**src/sv/fcc_pkg.sv**
```systemverilog
`default_nettype none
package fcc_pkg;

   localparam int MaxFrameBytesDefault = 128;
   localparam int CsrDataWidth = 48;
   localparam int CsrIndexWidth = 2;

   localparam logic [CsrIndexWidth-1:0] CSR_STATION_ADDRESS = 2'd0;
   localparam logic [CsrIndexWidth-1:0] CSR_EXPECTED_TYPE   = 2'd1;
   localparam logic [CsrIndexWidth-1:0] CSR_PAYLOAD_LENGTH  = 2'd2;

   localparam logic [47:0] StationAddressReset = 48'h0;
   localparam logic [15:0] ExpectedTypeReset   = 16'h0810;
   localparam logic [6:0]  PayloadLengthReset  = 7'd10;

   localparam logic [31:0] CrcInit = 32'hffff_ffff;
   localparam int FrameOverhead = 18;

   typedef logic [31:0] crc_type;

   localparam crc_type NibbleTable [16] = '{
      32'h00000000, 32'h1db71064, 32'h3b6e20c8, 32'h26d930ac,
      32'h76dc4190, 32'h6b6b51f4, 32'h4db26158, 32'h5005713c,
      32'hedb88320, 32'hf00f9344, 32'hd6d6a3e8, 32'hcb61b38c,
      32'h9b64c2b0, 32'h86d3d2d4, 32'ha00ae278, 32'hbdbdf21c
   };

endpackage
`default_nettype wire

```
**src/sv/fcc_crc_byte.sv**
```systemverilog
`default_nettype none
module fcc_crc_byte (
   input  var fcc_pkg::crc_type crc_cur,
   input  var logic [7:0]       data,
   output var fcc_pkg::crc_type crc_next
);
   import fcc_pkg::*;

   crc_type mid;

   // reflected CRC-32, low nibble first
   always_comb begin
      mid      = NibbleTable[crc_cur[3:0] ^ data[3:0]] ^ {4'h0, crc_cur[31:4]};
      crc_next = NibbleTable[mid[3:0] ^ data[7:4]] ^ {4'h0, mid[31:4]};
   end

endmodule
`default_nettype wire

```
**src/sv/frame_check_crc32_top.sv**
```systemverilog
`default_nettype none
// A result is loaded into the output register when its last byte leaves the input register.
// Throughput: one byte per cycle; the input register stalls only while a
// last byte waits behind an untaken result in the output register.
// Reset (synchronous, active high) restores the register defaults, clears the
// frame state (CRC to all ones, count and delay line to zero) and empties both stages.
module frame_check_crc32_top #(
   parameter int MAX_FRAME_BYTES = fcc_pkg::MaxFrameBytesDefault
) (
   input  var logic                              clock,
   input  var logic                              reset,
   input  var logic                              req_valid,
   output var logic                              req_ready,
   input  var logic [7:0]                        req_data_byte,
   input  var logic                              req_last_byte,
   output var logic                              rsp_valid,
   input  var logic                              rsp_ready,
   output var logic                              rsp_address_match,
   output var logic                              rsp_type_match,
   output var logic                              rsp_crc_match,
   output var logic                              rsp_length_match,
   output var logic [31:0]                       rsp_computed_crc,
   output var logic [31:0]                       rsp_received_crc,
   input  var logic                              csr_we,
   input  var logic [fcc_pkg::CsrIndexWidth-1:0] csr_index,
   input  var logic [fcc_pkg::CsrDataWidth-1:0]  csr_wdata
);
   import fcc_pkg::*;

   localparam int CountWidth = $clog2(MAX_FRAME_BYTES + 1);
   localparam int CmpWidth   = (CountWidth >= 8) ? CountWidth + 1 : 9;
   localparam logic [CountWidth-1:0] CountMax = CountWidth'(MAX_FRAME_BYTES);

   // configuration registers
   logic [47:0] station_address_ff;
   logic [15:0] expected_type_ff;
   logic [6:0]  payload_length_ff;

   always_ff @(posedge clock) begin
      if (reset) begin
         station_address_ff <= StationAddressReset;
         expected_type_ff   <= ExpectedTypeReset;
         payload_length_ff  <= PayloadLengthReset;
      end else if (csr_we) begin
         unique case (csr_index)
            CSR_STATION_ADDRESS: station_address_ff <= csr_wdata[47:0];
            CSR_EXPECTED_TYPE:   expected_type_ff   <= csr_wdata[15:0];
            CSR_PAYLOAD_LENGTH:  payload_length_ff  <= csr_wdata[6:0];
            default: ;
         endcase
      end
   end

   // input register
   logic       s1_valid_ff, s1_valid_in;
   logic [7:0] s1_data_ff;
   logic       s1_last_ff;
   logic       s1_advance;
   logic       req_fire;

   assign s1_advance = s1_valid_ff & (~s1_last_ff | ~rsp_valid | rsp_ready);
   assign req_ready  = ~s1_valid_ff | s1_advance;
   assign req_fire   = req_valid & req_ready;
   assign s1_valid_in = req_fire | (s1_valid_ff & ~s1_advance);

   always_ff @(posedge clock) begin
      if (reset) begin
         s1_valid_ff <= 1'b0;
      end else begin
         s1_valid_ff <= s1_valid_in;
      end
   end

   always_ff @(posedge clock) begin
      if (req_fire) begin
         s1_data_ff <= req_data_byte;
         s1_last_ff <= req_last_byte;
      end
   end

   // frame state
   crc_type               crc_ff, crc_in, crc_step;
   logic [7:0]            tail_ff [4];
   logic [7:0]            tail_in [4];
   logic [CountWidth-1:0] count_ff, count_in, count_next;
   logic                  address_ok_ff, address_ok_in, address_ok_next;
   logic                  type_ok_ff, type_ok_in, type_ok_next;
   logic [7:0]            want_byte;
   crc_type               crc_next;

   fcc_crc_byte u_crc (
      .crc_cur  (crc_ff),
      .data     (tail_ff[0]),
      .crc_next (crc_step)
   );

   always_comb begin
      case (count_ff[2:0])
         3'd0:    want_byte = station_address_ff[47:40];
         3'd1:    want_byte = station_address_ff[39:32];
         3'd2:    want_byte = station_address_ff[31:24];
         3'd3:    want_byte = station_address_ff[23:16];
         3'd4:    want_byte = station_address_ff[15:8];
         default: want_byte = station_address_ff[7:0];
      endcase
   end

   always_comb begin
      address_ok_next = address_ok_ff;
      type_ok_next    = type_ok_ff;
      if (count_ff < CountWidth'(6)) begin
         address_ok_next = address_ok_ff & (want_byte == s1_data_ff);
      end else if (count_ff == CountWidth'(12)) begin
         type_ok_next = type_ok_ff & (expected_type_ff[15:8] == s1_data_ff);
      end else if (count_ff == CountWidth'(13)) begin
         type_ok_next = type_ok_ff & (expected_type_ff[7:0] == s1_data_ff);
      end
      crc_next   = (count_ff >= CountWidth'(4)) ? crc_step : crc_ff;
      count_next = (count_ff == CountMax) ? CountMax : count_ff + CountWidth'(1);
   end

   always_comb begin
      crc_in        = crc_ff;
      count_in      = count_ff;
      address_ok_in = address_ok_ff;
      type_ok_in    = type_ok_ff;
      tail_in       = tail_ff;
      if (s1_advance) begin
         if (s1_last_ff) begin
            crc_in        = CrcInit;
            count_in      = '0;
            address_ok_in = 1'b1;
            type_ok_in    = 1'b1;
            tail_in       = '{default: 8'h00};
         end else begin
            crc_in        = crc_next;
            count_in      = count_next;
            address_ok_in = address_ok_next;
            type_ok_in    = type_ok_next;
            tail_in       = '{tail_ff[1], tail_ff[2], tail_ff[3], s1_data_ff};
         end
      end
   end

   always_ff @(posedge clock) begin
      if (reset) begin
         crc_ff        <= CrcInit;
         count_ff      <= '0;
         address_ok_ff <= 1'b1;
         type_ok_ff    <= 1'b1;
         tail_ff       <= '{default: 8'h00};
      end else begin
         crc_ff        <= crc_in;
         count_ff      <= count_in;
         address_ok_ff <= address_ok_in;
         type_ok_ff    <= type_ok_in;
         tail_ff       <= tail_in;
      end
   end

   // result register
   logic                rsp_valid_ff, rsp_valid_in;
   logic                out_load;
   logic                address_match_ff, type_match_ff, crc_match_ff, length_match_ff;
   logic [31:0]         computed_crc_ff, received_crc_ff;
   logic [31:0]         rx_word, calc_word;
   logic [CmpWidth-1:0] expected_len;

   assign out_load     = s1_advance & s1_last_ff;
   assign rsp_valid_in = out_load | (rsp_valid_ff & ~rsp_ready);
   assign rx_word      = {tail_ff[1], tail_ff[2], tail_ff[3], s1_data_ff};
   assign calc_word    = ~crc_next;
   assign expected_len = CmpWidth'(payload_length_ff) + CmpWidth'(FrameOverhead);

   always_ff @(posedge clock) begin
      if (reset) begin
         rsp_valid_ff <= 1'b0;
      end else begin
         rsp_valid_ff <= rsp_valid_in;
      end
   end

   always_ff @(posedge clock) begin
      if (out_load) begin
         address_match_ff <= address_ok_next & (count_next >= CountWidth'(6));
         type_match_ff    <= type_ok_next & (count_next >= CountWidth'(14));
         crc_match_ff     <= (calc_word == rx_word);
         length_match_ff  <= (count_next < CountMax) &
                             (CmpWidth'(count_next) == expected_len);
         computed_crc_ff  <= calc_word;
         received_crc_ff  <= rx_word;
      end
   end

   assign rsp_valid         = rsp_valid_ff;
   assign rsp_address_match = address_match_ff;
   assign rsp_type_match    = type_match_ff;
   assign rsp_crc_match     = crc_match_ff;
   assign rsp_length_match  = length_match_ff;
   assign rsp_computed_crc  = computed_crc_ff;
   assign rsp_received_crc  = received_crc_ff;

   a_crc_flag: assert property (@(posedge clock) disable iff (reset)
      rsp_valid |-> (rsp_crc_match == (rsp_computed_crc == rsp_received_crc)))
      else $error("crc_match disagrees with the CRC words");

   a_count_bound: assert property (@(posedge clock) disable iff (reset)
      count_ff <= CountMax)
      else $error("byte count beyond saturation");

   a_frame_clear: assert property (@(posedge clock) disable iff (reset)
      out_load |=> (count_ff == '0) && (crc_ff == CrcInit) && address_ok_ff && type_ok_ff)
      else $error("frame state not cleared after last item");

   a_empty_ready: assert property (@(posedge clock) disable iff (reset)
      !s1_valid_ff |-> req_ready)
      else $error("empty input stage not ready");

endmodule
`default_nettype wire

```
**config.mk**
```make
export PLATFORM = sky130hd
export DESIGN_NAME = frame_check_crc32_top
export DESIGN_NICKNAME = d
export VERILOG_FILES = /design/src/sv/fcc_pkg.sv /design/src/sv/fcc_crc_byte.sv /design/src/sv/frame_check_crc32_top.sv
export SDC_FILE = /design/constraint.sdc
export NUM_CORES = 1
export LEC_CHECK = 0
export BUFFER_PORTS_ARGS = -buffer_cell sky130_fd_sc_hd__buf_2
export CORE_MARGIN = 3
export CORE_UTILIZATION = 63
export DETAILED_ROUTE_END_ITERATION = 12
export PLACE_DENSITY = 0.89
export RECOVER_POWER = 25
export SLEW_MARGIN = 20
export SYNTH_ARGS = -nofsm -noshare
export SYNTH_HDL_FRONTEND = slang
export SYNTH_SLANG_ARGS = --single-unit
```
**constraint.sdc**
```tcl
create_clock -name clock -period 12 [get_ports clock]
set_input_delay 1.8 -clock clock [delete_from_list [all_inputs] [get_ports clock]]
set_output_delay 1.8 -clock clock [all_outputs]
set_load 0.03 [all_outputs]
```
==> summary.md, run 1 <==
| Metric | Value |
|---|---|
| CP Buf/Inv Count | 2 |
| Tot Pwr | 1.84 mW |
| Status | finished, violations left |
| Vias | 8,547 |
| Hold_ws | 0.455 ns |
| Largest net degree at the start of global routing | 109 |
| Core ar. | 0.0161 mm^2 |
| # hold bufs at CTS | 0 |
| Synthesized cell area | 0.0105 mm^2 |
| Slew @ Worst Pin | 3.41 ns |
| Max-Cap Viols | 3 |
| Fin nets | 1,256 |
| Startpoint of the lowest-slack hold path | station_address_ff[4] |
| WL per Instance | 19.2 um |
| Final Hold Fails | 0 |
| Max clock buf depth | 3 |
| GRT Total Usage | 30.2% |
| RSZ-0062 raised after global routing | no |
| Min-Delay Path Class | register to register |
| Crit. End Element | register |
| Leak | 4.70 nW |
| Fin. max-slew vios | 155 |
| DR pass1 iterations | 6 |
| Yosys cell types | 52 |
| Critical path depth | 3 |
| Layout area overhead | 15.1% |
| Seq/Total Area, Yosys | 50.1% |
| Number of synthesized flops with an enable pin | 77 |
| Avg Cell Area, Syn | 9.57 um^2 |
| Clk Latency, worst-skew pair | 0.52 ns |
| Max Clk Rate | 187 MHz |
| Worst hold stages | 2 |
| CP Max Fanout | 78 |
| CP max stage cell | clkbuf_1 |
| Peak supply drop | 0.133 mV |
| Final HPWL DP | 18.6 mm |
| Hold Path Sink | station_address_ff[4] |
| Setup WS pre-CTS | 7.75 ns |
| Kind of critical path | input port to register |
| Final critical-path share of the clock period | 44.6% |
| Core Rows | 46 |
| Ant diodes | 0 |
| Clk slew on worst S/H paths | 0.07 ns |
| Commonest non-fill, non-tap cells in the layout | nand2_1 (222), dfxtp_1 (147), buf_2 (132) |
| Synth Register Bits | 224 |
| CTS H-Tree Depth | 1 |
| Reg2Reg Depth | 9 |
| YS warnings | 0 |
| Non-filler cells, final | 1,419 |
| Global-route wire length before repair | 43.3 mm |
| Initial antenna violation count | 0 |
| CTS Buf Count | 23 |
| Syn Nets | 1,165 |
| Gpl congestion | 0.954 |
| Final ANT Viol Nets | 0 |
| Placed Instances | 1,377 |
| Reg2reg start | count_ff[4] |
| Tmin final | 5.35 ns |
| Synth async-reset ratio | 0% |
| Pwr/cell area | 153 mW/mm^2 |
| Initial DRC count | 1,008 |
| Worst Path Arrival | 5.59 ns |
| Root Driver | clkbuf_16 |
| Starting Density | 65.3% |
| Final setup violation count | 0 |
| CTS sink count | 224 |
| Die height | 135 um |
| Failing checks | capacitance limit, slew limit |
| Post-Route WL | 27.3 mm |
| Gate Count Post-Synth | 1,095 |
| Routed vias/inst | 6.02 |
| Commonest non-fill, non-tap cell in the layout | nand2_1 |
| Cell mode on critical path | clkbuf_1 |
| Critical Path RT | 12.23 ns |
| Worst setup margin | 6.65 ns |
| Setup slack, reg-to-reg | 7.46 ns |
| Setup bufs post-CTS | 0 |
| Layout cells sized above 1 | 16.3% |
| Capture point of the worst reg-to-reg path | rsp_crc_match |
| Ys flop type | dfxtp_1 |
| Grt ovf | 0 |
| Vias in the first global route | 8,005 |
| Buffers on Ports | 133 |
| Critical path's largest stage delay | 2.47 ns |
| Max_slew headroom | -128% |
| Critical Path Start | reset |
| DIE AREA | 0.0182 mm^2 |
| Setup crit start kind | input port |
| Setup_tns | 0 ns |
| Die width | 135 um |
| Largest delay contributor family on the critical path | buffers and inverters |
| Number of remaining DRC errors | 0 |
| CP Cell Sequence | clkbuf_1, clkbuf_1, a21oi_1 |
| Post-CTS sizing | 0 |
| Max Clock Skew | 0.0172 ns |
| I/O Pins | 134 |
| # fillers | 1,127 |
| CTS tree | done |
through the flow:
stage	utilization (%)	area, um^2
floorplan	-	10500
global placement	70.0	11200
detailed placement	70.0	11200
CTS	75.4	12100
global route	75.1	12100
finish	75.1	12100
worst reg2reg max path: cells and delay by family (launching register included):
family / cells / cell delay [ns]
buf+inv: 1 / 1.42
compound gates: 3 / 1.40
simple gates: 5 / 0.98
flops: 1 / 0.52
report_power, final:
part / internal (mW) / total [mW] / switching [mW] / leakage [nW]
logic: 0.0915 / 0.221 / 0.130 / 2.34
clock network: 0.478 / 0.784 / 0.306 / 0.428
registers: 0.810 / 0.838 / 0.0276 / 1.93
kinds of logic (layout without fill, tap and decap cells):
family | Yosys count | in the layout | synth area share [%]
compound gates | 219 | 219 | 12.6
xor+xnor | 151 | 151 | 15.2
fa+ha+maj | 6 | 6 | 0.716
buf+inv | 95 | 203 | 3.45
flops | 224 | 224 | 50.1
mux | 24 | 24 | 2.30
simple gates | 376 | 376 | 15.7
worst max path at each step:
stage / endpoint / slack (ns)
floorplan: crc_ff[23] / 5.97
global placement: req_ready / 7.78
detailed placement: req_ready / 7.75
CTS: req_ready / 7.75
global route: station_address_ff[30] / 6.27
finish: expected_type_ff[9] / 6.65
registers in the layout, indices dropped and copies added, names as in the netlist, 7 cells and up:
signal              count
expected_type_ff       16
rx_word                24
tail_ff                 8
rsp_computed_crc       32
payload_length_ff       7
station_address_ff     48
crc_ff                 32
count_ff                8
s1_data_ff              8
rsp_received_crc       32
layer usage:
layer	GRT usage, %	wire length [um]	vias up
met3	5.18	2580	79
li1	-	-	3974
met1	41.8	10800	4045
met2	49.1	13100	449
met4	9.24	768	0
met5	0	0	-
synth_stat cells (13+ instances only):
library cell / count / area, um^2
nand2_1: 223 / 837
dfxtp_1: 147 / 2940
a21oi_1: 116 / 581
edfxtp_1: 77 / 2310
clkbuf_1: 72 / 270
xnor2_1: 72 / 631
xor2_1: 58 / 508
nand3_1: 48 / 240
nor2_1: 46 / 173
o211ai_1: 34 / 255
o21ai_0: 24 / 120
mux2i_1: 23 / 230
inv_1: 15 / 56.3
a22oi_1: 14 / 105
nand3b_1: 13 / 97.6
layout make-up:
type                       instances  area (um^2)  area share [%]
clock buffer                      31          732            6.07
clock inverter                    11          130            1.08
inverter                          16         60.1           0.498
multi-input combinational        776         4880            40.4
sequential                       224         5260            43.6
tap                              216          270            2.24
timing repair buffer             145          739            6.13
Power figures use the tool's default switching activity.
==> inputs of run 2 (changes only) <==
CORE_UTILIZATION = 52   (was 63)
PLACE_DENSITY = 0.79   (was 0.89)
clock period = 4.3 ns   (was 12 ns; I/O delays follow)
==> summary.md, run 2 (synthesis results as in run 1) <==
| Metric | Value |
|---|---|
| Status | finished, violations left (unchanged) |
| Failing checks | capacitance limit, slew limit (unchanged) |
| GRT met2 Usage | 41.8% (was 49.1%) |
| Vias | 8,258 (was 8,547) |
| CTS Buf Count | 23 (unchanged) |
| Ant diodes | 0 (unchanged) |
| Starting Density | 53.3% (was 65.3%) |
| Vias in the first global route | 7,777 (was 8,005) |
| Final ANT Viol Nets | 0 (unchanged) |
| CTS sink count | 224 (unchanged) |
| Commonest non-fill, non-tap cell in the layout | nand2_1 (unchanged) |
| Largest register FFs | 48 (unchanged) |
| Core Rows | 51 (was 46) |
| Fin area | 0.0121 mm^2 (about the same) |
| Max_slew headroom | -106% (was -128%) |
| CTS tree | done (unchanged) |
| CTS H-Tree Depth | 1 (unchanged) |
| Combinational power share | 12.4% (was 12.0%) |
| Number of remaining DRC errors | 0 (unchanged) |
| Clk slew on worst S/H paths | 0.06 ns (was 0.07 ns) |
| Peak supply drop | 0.263 mV (was 0.133 mV) |
| Pwr/cell area | 412 mW/mm^2 (was 153 mW/mm^2) |
| DR pass1 iterations | 5 (was 6) |
| Leak | 4.66 nW (was 4.70 nW) |
| Internal power | 3.72 mW (was 1.38 mW) |
| Layout cells sized above 1 | 16.3% (about the same) |
| Layout area overhead | 15.1% (about the same) |
| Fin nets | 1,257 (was 1,256) |
| Tmin final | 3.61 ns |
| Buffers on Ports | 133 (unchanged) |
| GR met1 Demand/Resource | 31.5% (was 41.8%) |
| Placed instance area | 0.0113 mm^2 (was 0.0112 mm^2) |
| Max Clk Rate | 277 MHz |
| Setup bufs post-CTS | 0 (unchanged) |
| Kind of critical path | register to register (was input port to register) |
| Commonest non-fill, non-tap cells in the layout | nand2_1 (222), dfxtp_1 (147), buf_2 (131) (was nand2_1 (222), dfxtp_1 (147), buf_2 (132)) |
| Slew @ Worst Pin | 3.09 ns (was 3.41 ns) |
| Max-Cap Viols | 2 (was 3) |
| Core ar. | 0.0197 mm^2 (was 0.0161 mm^2) |
| Clock network power share | 40.7% (was 42.5%) |
| RSZ-0062 raised after global routing | no (unchanged) |
| Routed vias/inst | 5.62 (was 6.02) |
| Clk Latency, worst-skew pair | 0.52 ns (about the same) |
| Root Driver | clkbuf_16 (unchanged) |
| # hold bufs at CTS | 0 (unchanged) |
| CP Max Fanout | 20 (was 78) |
| Global-route wire length before repair | 42.6 mm (was 43.3 mm) |
| Seq pwr share | 47.0% (was 45.5%) |
| Final Hold Fails | 0 (unchanged) |
| Final critical-path share of the clock period | 83.9% |
| Setup crit start kind | register (was input port) |
| Most Used Layer, Global Route | met2 (unchanged) |
| Die width | 148 um (was 135 um) |
| WL per Instance | 18.5 um (was 19.2 um) |
| DIE AREA | 0.0219 mm^2 (was 0.0182 mm^2) |
| M3 GR Usage | 3.49% (was 5.18%) |
| GRT Total Usage | 24.3% (was 30.2%) |
| Final setup violation count | 0 (unchanged) |
| Max clock buf depth | 3 (unchanged) |
| Post-CTS sizing | 0 (unchanged) |
| Sw Share | 25.2% (was 25.1%) |
| Worst Path Arrival | 3.92 ns (was 5.59 ns) |
| Final HPWL DP | 19.1 mm (was 18.6 mm) |
| Fin. max-slew vios | 104 (was 155) |
| Initial DRC count | 619 (was 1,008) |
| Post-Route WL | 27.1 mm (was 27.3 mm) |
| Die height | 148 um (was 135 um) |
| Largest net degree at the start of global routing | 70 (was 109) |
| Gpl congestion | 0.991 (was 0.954) |
| Max Clock Skew | 0.0124 ns (was 0.0172 ns) |
| Initial antenna violation count | 0 (unchanged) |
| Largest Register | station_address_ff (unchanged) |
| Min-Delay Path Class | input port to register (was register to register) |
| Crit. End Element | register (unchanged) |
| Grt ovf | 0 (unchanged) |
| Net Switching | 1.25 mW (was 0.463 mW) |
| Setup_tns | 0 ns (unchanged) |
| Critical Path RT | 4.61 ns (was 12.23 ns) |
| I/O Pins | 134 (unchanged) |
==> run 2: cell types whose count changed in the layout (fill, tap and decap cells not counted), sizes merged <==
cell and change:
inv -3, buf +1, bufinv +1, clkinvlp +1, clkinv +4, clkbuf -3
==> run 2: final cells by class <==
| class | instances | area (um^2) |
|---|---|---|
| clock buffer | 28 | 614 |
| clock inverter | 14 | 158 |
| fill | 1683 | 7590 |
| inverter | 16 | 60.1 |
| multi-input combinational | 776 | 4890 |
| sequential | 224 | 5260 |
| tap | 265 | 332 |
| timing repair buffer | 146 | 751 |
==> run 2: critical path: stages, from the launching register on <==
cell       delay, ns
dfxtp_1         0.39
or4_1           0.62
or3_1           0.69
buf_4           0.37
mux2i_1         0.28
nor2_1          0.09
a2111oi_0       0.35
nand4_1         0.22
a2111oi_2       0.38
==> run 2: per-layer routing <==
layer  up-vias  routed length [um]  share of wire (%)
li1       3983                   -                  -
met1      3909               11100                 41
met2       293               13500                 50
met3        73                1490                5.5
met4         0                1030                3.8
met5         -                   0                  0
==> run 2: through the flow <==
| step | cells | hold WS (ns) | setup slack, ns | power, mW | util, % |
|---|---|---|---|---|---|
| floorplan | 1095 | 0.424 | 0.707 | 2.81 | - |
| global placement | 1427 | 0.440 | 0.932 | 2.98 | 57.5 |
| detailed placement | 1427 | 0.444 | 0.807 | 2.99 | 57.5 |
| CTS | 1469 | 0.295 | 0.769 | 4.99 | 61.5 |
| global route | 1469 | 0.294 | 0.432 | 5.15 | 61.4 |
| finish | 1469 | 0.306 | 0.692 | 4.97 | 61.4 |
==> run 2: power groups by stage <==
stage                     sequential, mW  clock, mW  combinational (mW)
after floorplan                     2.38          0               0.435
after global placement              2.38          0               0.602
after detailed placement            2.38          0               0.611
after CTS                           2.33       2.05               0.614
after global routing                2.34       2.14               0.667
final                               2.33       2.02               0.614
==> run 2: path summary, 6_finish.rpt <==
kind | start | to | slack, ns | depth (start not counted)
max | count_ff[4] | rsp_crc_match | 0.69 | 8
min | req_data_byte[6] | s1_data_ff[6] | 0.31 | 1
max reg2reg | count_ff[4] | rsp_crc_match | 0.69 | 8
min reg2reg | station_address_ff[25] | station_address_ff[25] | 0.45 | 2
==> inputs of run 3 (changes only) <==
clock period = 3.3 ns   (was 4.3 ns; I/O delays follow)
==> summary.md, run 3 (synthesis results as in run 1) <==
| Metric | Value |
|---|---|
| Tmin final | 3.14 ns (was 3.61 ns) |
| CTS tree | done (unchanged) |
| Reg2reg start | count_ff[3] (was count_ff[4]) |
| Clk slew on worst S/H paths | 0.06 ns (about the same) |
| Routed vias/inst | 5.56 (was 5.62) |
| Clk Latency, worst-skew pair | 0.52 ns (about the same) |
| Peak supply drop | 0.342 mV (was 0.263 mV) |
| Gpl congestion | 0.987 (was 0.991) |
| Reg2Reg Depth | 8 (unchanged) |
| Layout area overhead | 17.0% (was 15.1%) |
| Vias in the first global route | 8,000 (was 7,777) |
| # hold bufs at CTS | 0 (unchanged) |
| Max Clk Rate | 319 MHz (was 277 MHz) |
| Min-Delay Path Class | input port to register (unchanged) |
| Kind of critical path | register to register (unchanged) |
| Core ar. | 0.0197 mm^2 (unchanged) |
| Final Hold Fails | 0 (unchanged) |
| Final setup violation count | 0 (unchanged) |
| Startpoint of the lowest-slack hold path | req_data_byte[5] (was req_data_byte[6]) |
| Pwr/cell area | 534 mW/mm^2 (was 412 mW/mm^2) |
| CTS Buf Count | 24 (was 23) |
| Final core occ | 62.4% (was 61.4%) |
| Layout cells sized above 1 | 18.0% (was 16.3%) |
| Buffers on Ports | 133 (unchanged) |
| Crit. End Element | register (unchanged) |
| Setup crit start kind | register (unchanged) |
| CTS sink count | 224 (unchanged) |
| Max_slew headroom | 0.551% (was -106%) |
| Commonest non-fill, non-tap cells in the layout | nand2_1 (222), dfxtp_1 (147), buf_2 (131) (unchanged) |
| Status | finished, final reports clean (was finished, violations left) |
| Global-route wire length before repair | 43.6 mm (was 42.6 mm) |
| Root Driver | clkbuf_16 (unchanged) |
| Worst Path Arrival | 3.46 ns (was 3.92 ns) |
| DR pass1 iterations | 4 (was 5) |
| Final ANT Viol Nets | 0 (unchanged) |
| Largest Register | station_address_ff (unchanged) |
| Final HPWL DP | 19.9 mm (was 19.1 mm) |
| Max-Cap Viols | 0 (was 2) |
| CTS H-Tree Depth | 1 (unchanged) |
| Capture point of the worst reg-to-reg path | rsp_crc_match (unchanged) |
| Largest register FFs | 48 (unchanged) |
| Fin. max-slew vios | 0 (was 104) |
| Post-CTS sizing | 0 (unchanged) |
| Hold Path Sink | s1_data_ff[5] (was s1_data_ff[6]) |
| Grt ovf | 0 (unchanged) |
| Vias | 8,304 (was 8,258) |
| Critical Path RT | 3.62 ns (was 4.61 ns) |
| I/O Pins | 134 (unchanged) |
| Starting Density | 53.3% (unchanged) |
| RSZ-0062 raised after global routing | no (unchanged) |
| Initial DRC count | 508 (was 619) |
| Slew @ Worst Pin | 1.49 ns (was 3.09 ns) |
| GRT Total Usage | 24.9% (was 24.3%) |
| Setup bufs post-CTS | 0 (unchanged) |
| Max Clock Skew | 0.0115 ns (was 0.0124 ns) |
| Worst hold stages | 1 (unchanged) |
| Fin nets | 1,281 (was 1,257) |
| Ant diodes | 0 (unchanged) |
| Setup slack, reg-to-reg | 0.16 ns (was 0.69 ns) |
| Setup_tns | 0 ns (unchanged) |
| Initial antenna violation count | 0 (unchanged) |
| Die width | 148 um (unchanged) |
| Die height | 148 um (unchanged) |
| Largest net degree at the start of global routing | 70 (unchanged) |
| Number of remaining DRC errors | 0 (unchanged) |
| WL per Instance | 18.6 um (was 18.5 um) |
| Core Rows | 51 (unchanged) |
| Commonest non-fill, non-tap cell in the layout | nand2_1 (unchanged) |
| CP Max Fanout | 18 (was 20) |
| Leak | 4.81 nW (was 4.66 nW) |
| DIE AREA | 0.0219 mm^2 (unchanged) |
| Final critical-path share of the clock period | 95.0% (was 83.9%) |
| Max clock buf depth | 3 (unchanged) |
| Post-Route WL | 27.7 mm (was 27.1 mm) |
run 3: cell count changes in the layout (fill, tap and decap cells not counted), sizes merged:
cell,delta
inv,-1
clkinvlp,-1
clkinv,+2
clkbuf,+1
buf,+24
run 3: area by class of cell:
| cell class | count | area [um^2] |
|---|---|---|
| clock buffers | 30 | 644 |
| fillers | 1672 | 7390 |
| inverters | 16 | 60.1 |
| clock inverters | 14 | 145 |
| multi-input cells | 776 | 4910 |
| well taps | 265 | 332 |
| repair buffers | 169 | 926 |
| flip-flops and latches | 224 | 5260 |
run 3: through the flow:
| stage | std cells | total power [mW] | hold slack, ns | setup slack [ns] | instance area [um^2] |
|---|---|---|---|---|---|
| 2_1_floorplan | 1095 | 3.67 | 0.424 | 0.371 | 10500 |
| 3_3_place_gp | 1450 | 3.91 | 0.441 | 0.208 | 11500 |
| 3_5_place_dp | 1450 | 3.92 | 0.446 | 0.141 | 11500 |
| 4_1_cts | 1494 | 6.59 | 0.144 | 0.107 | 12300 |
| 5_1_grt | 1494 | 6.78 | 0.146 | 0.0248 | 12300 |
| 6_report | 1494 | 6.56 | 0.160 | 0.165 | 12300 |
run 3: metal layers:
layer / GRT usage [%] / share of wire [%]
met1: 32.1 / 42
met5: 0 / 0
met4: 11.1 / 4.1
met2: 41.8 / 49
met3: 3.49 / 5.1
run 3: power by group:
| part | switching [mW] | internal [mW] | leakage, nW |
|---|---|---|---|
| registers | 0.0950 | 2.95 | 1.93 |
| clock network | 1.07 | 1.62 | 0.393 |
| logic | 0.478 | 0.352 | 2.49 |
| total | 1.64 | 4.91 | 4.81 |
run 3: critical path: stages (launching register included):
cell and delay [ns]:
dfxtp_1 0.35, or4_1 0.62, or3_1 0.43, buf_4 0.26, nor4_2 0.33, a22oi_1 0.13
a211oi_2 0.28, nand4_1 0.17, a2111oi_2 0.37
run 3: how the worst max path moves through the flow:
stage	from	to	slack [ns]	cells past startpoint
after floorplan	crc_ff[1]	rsp_crc_match	0.37	8
after global placement	count_ff[3]	rsp_crc_match	0.21	8
after detailed placement	count_ff[3]	rsp_crc_match	0.14	8
after CTS	count_ff[3]	rsp_crc_match	0.11	8
after global routing	count_ff[3]	rsp_crc_match	0.02	8
final	count_ff[3]	rsp_crc_match	0.16	8
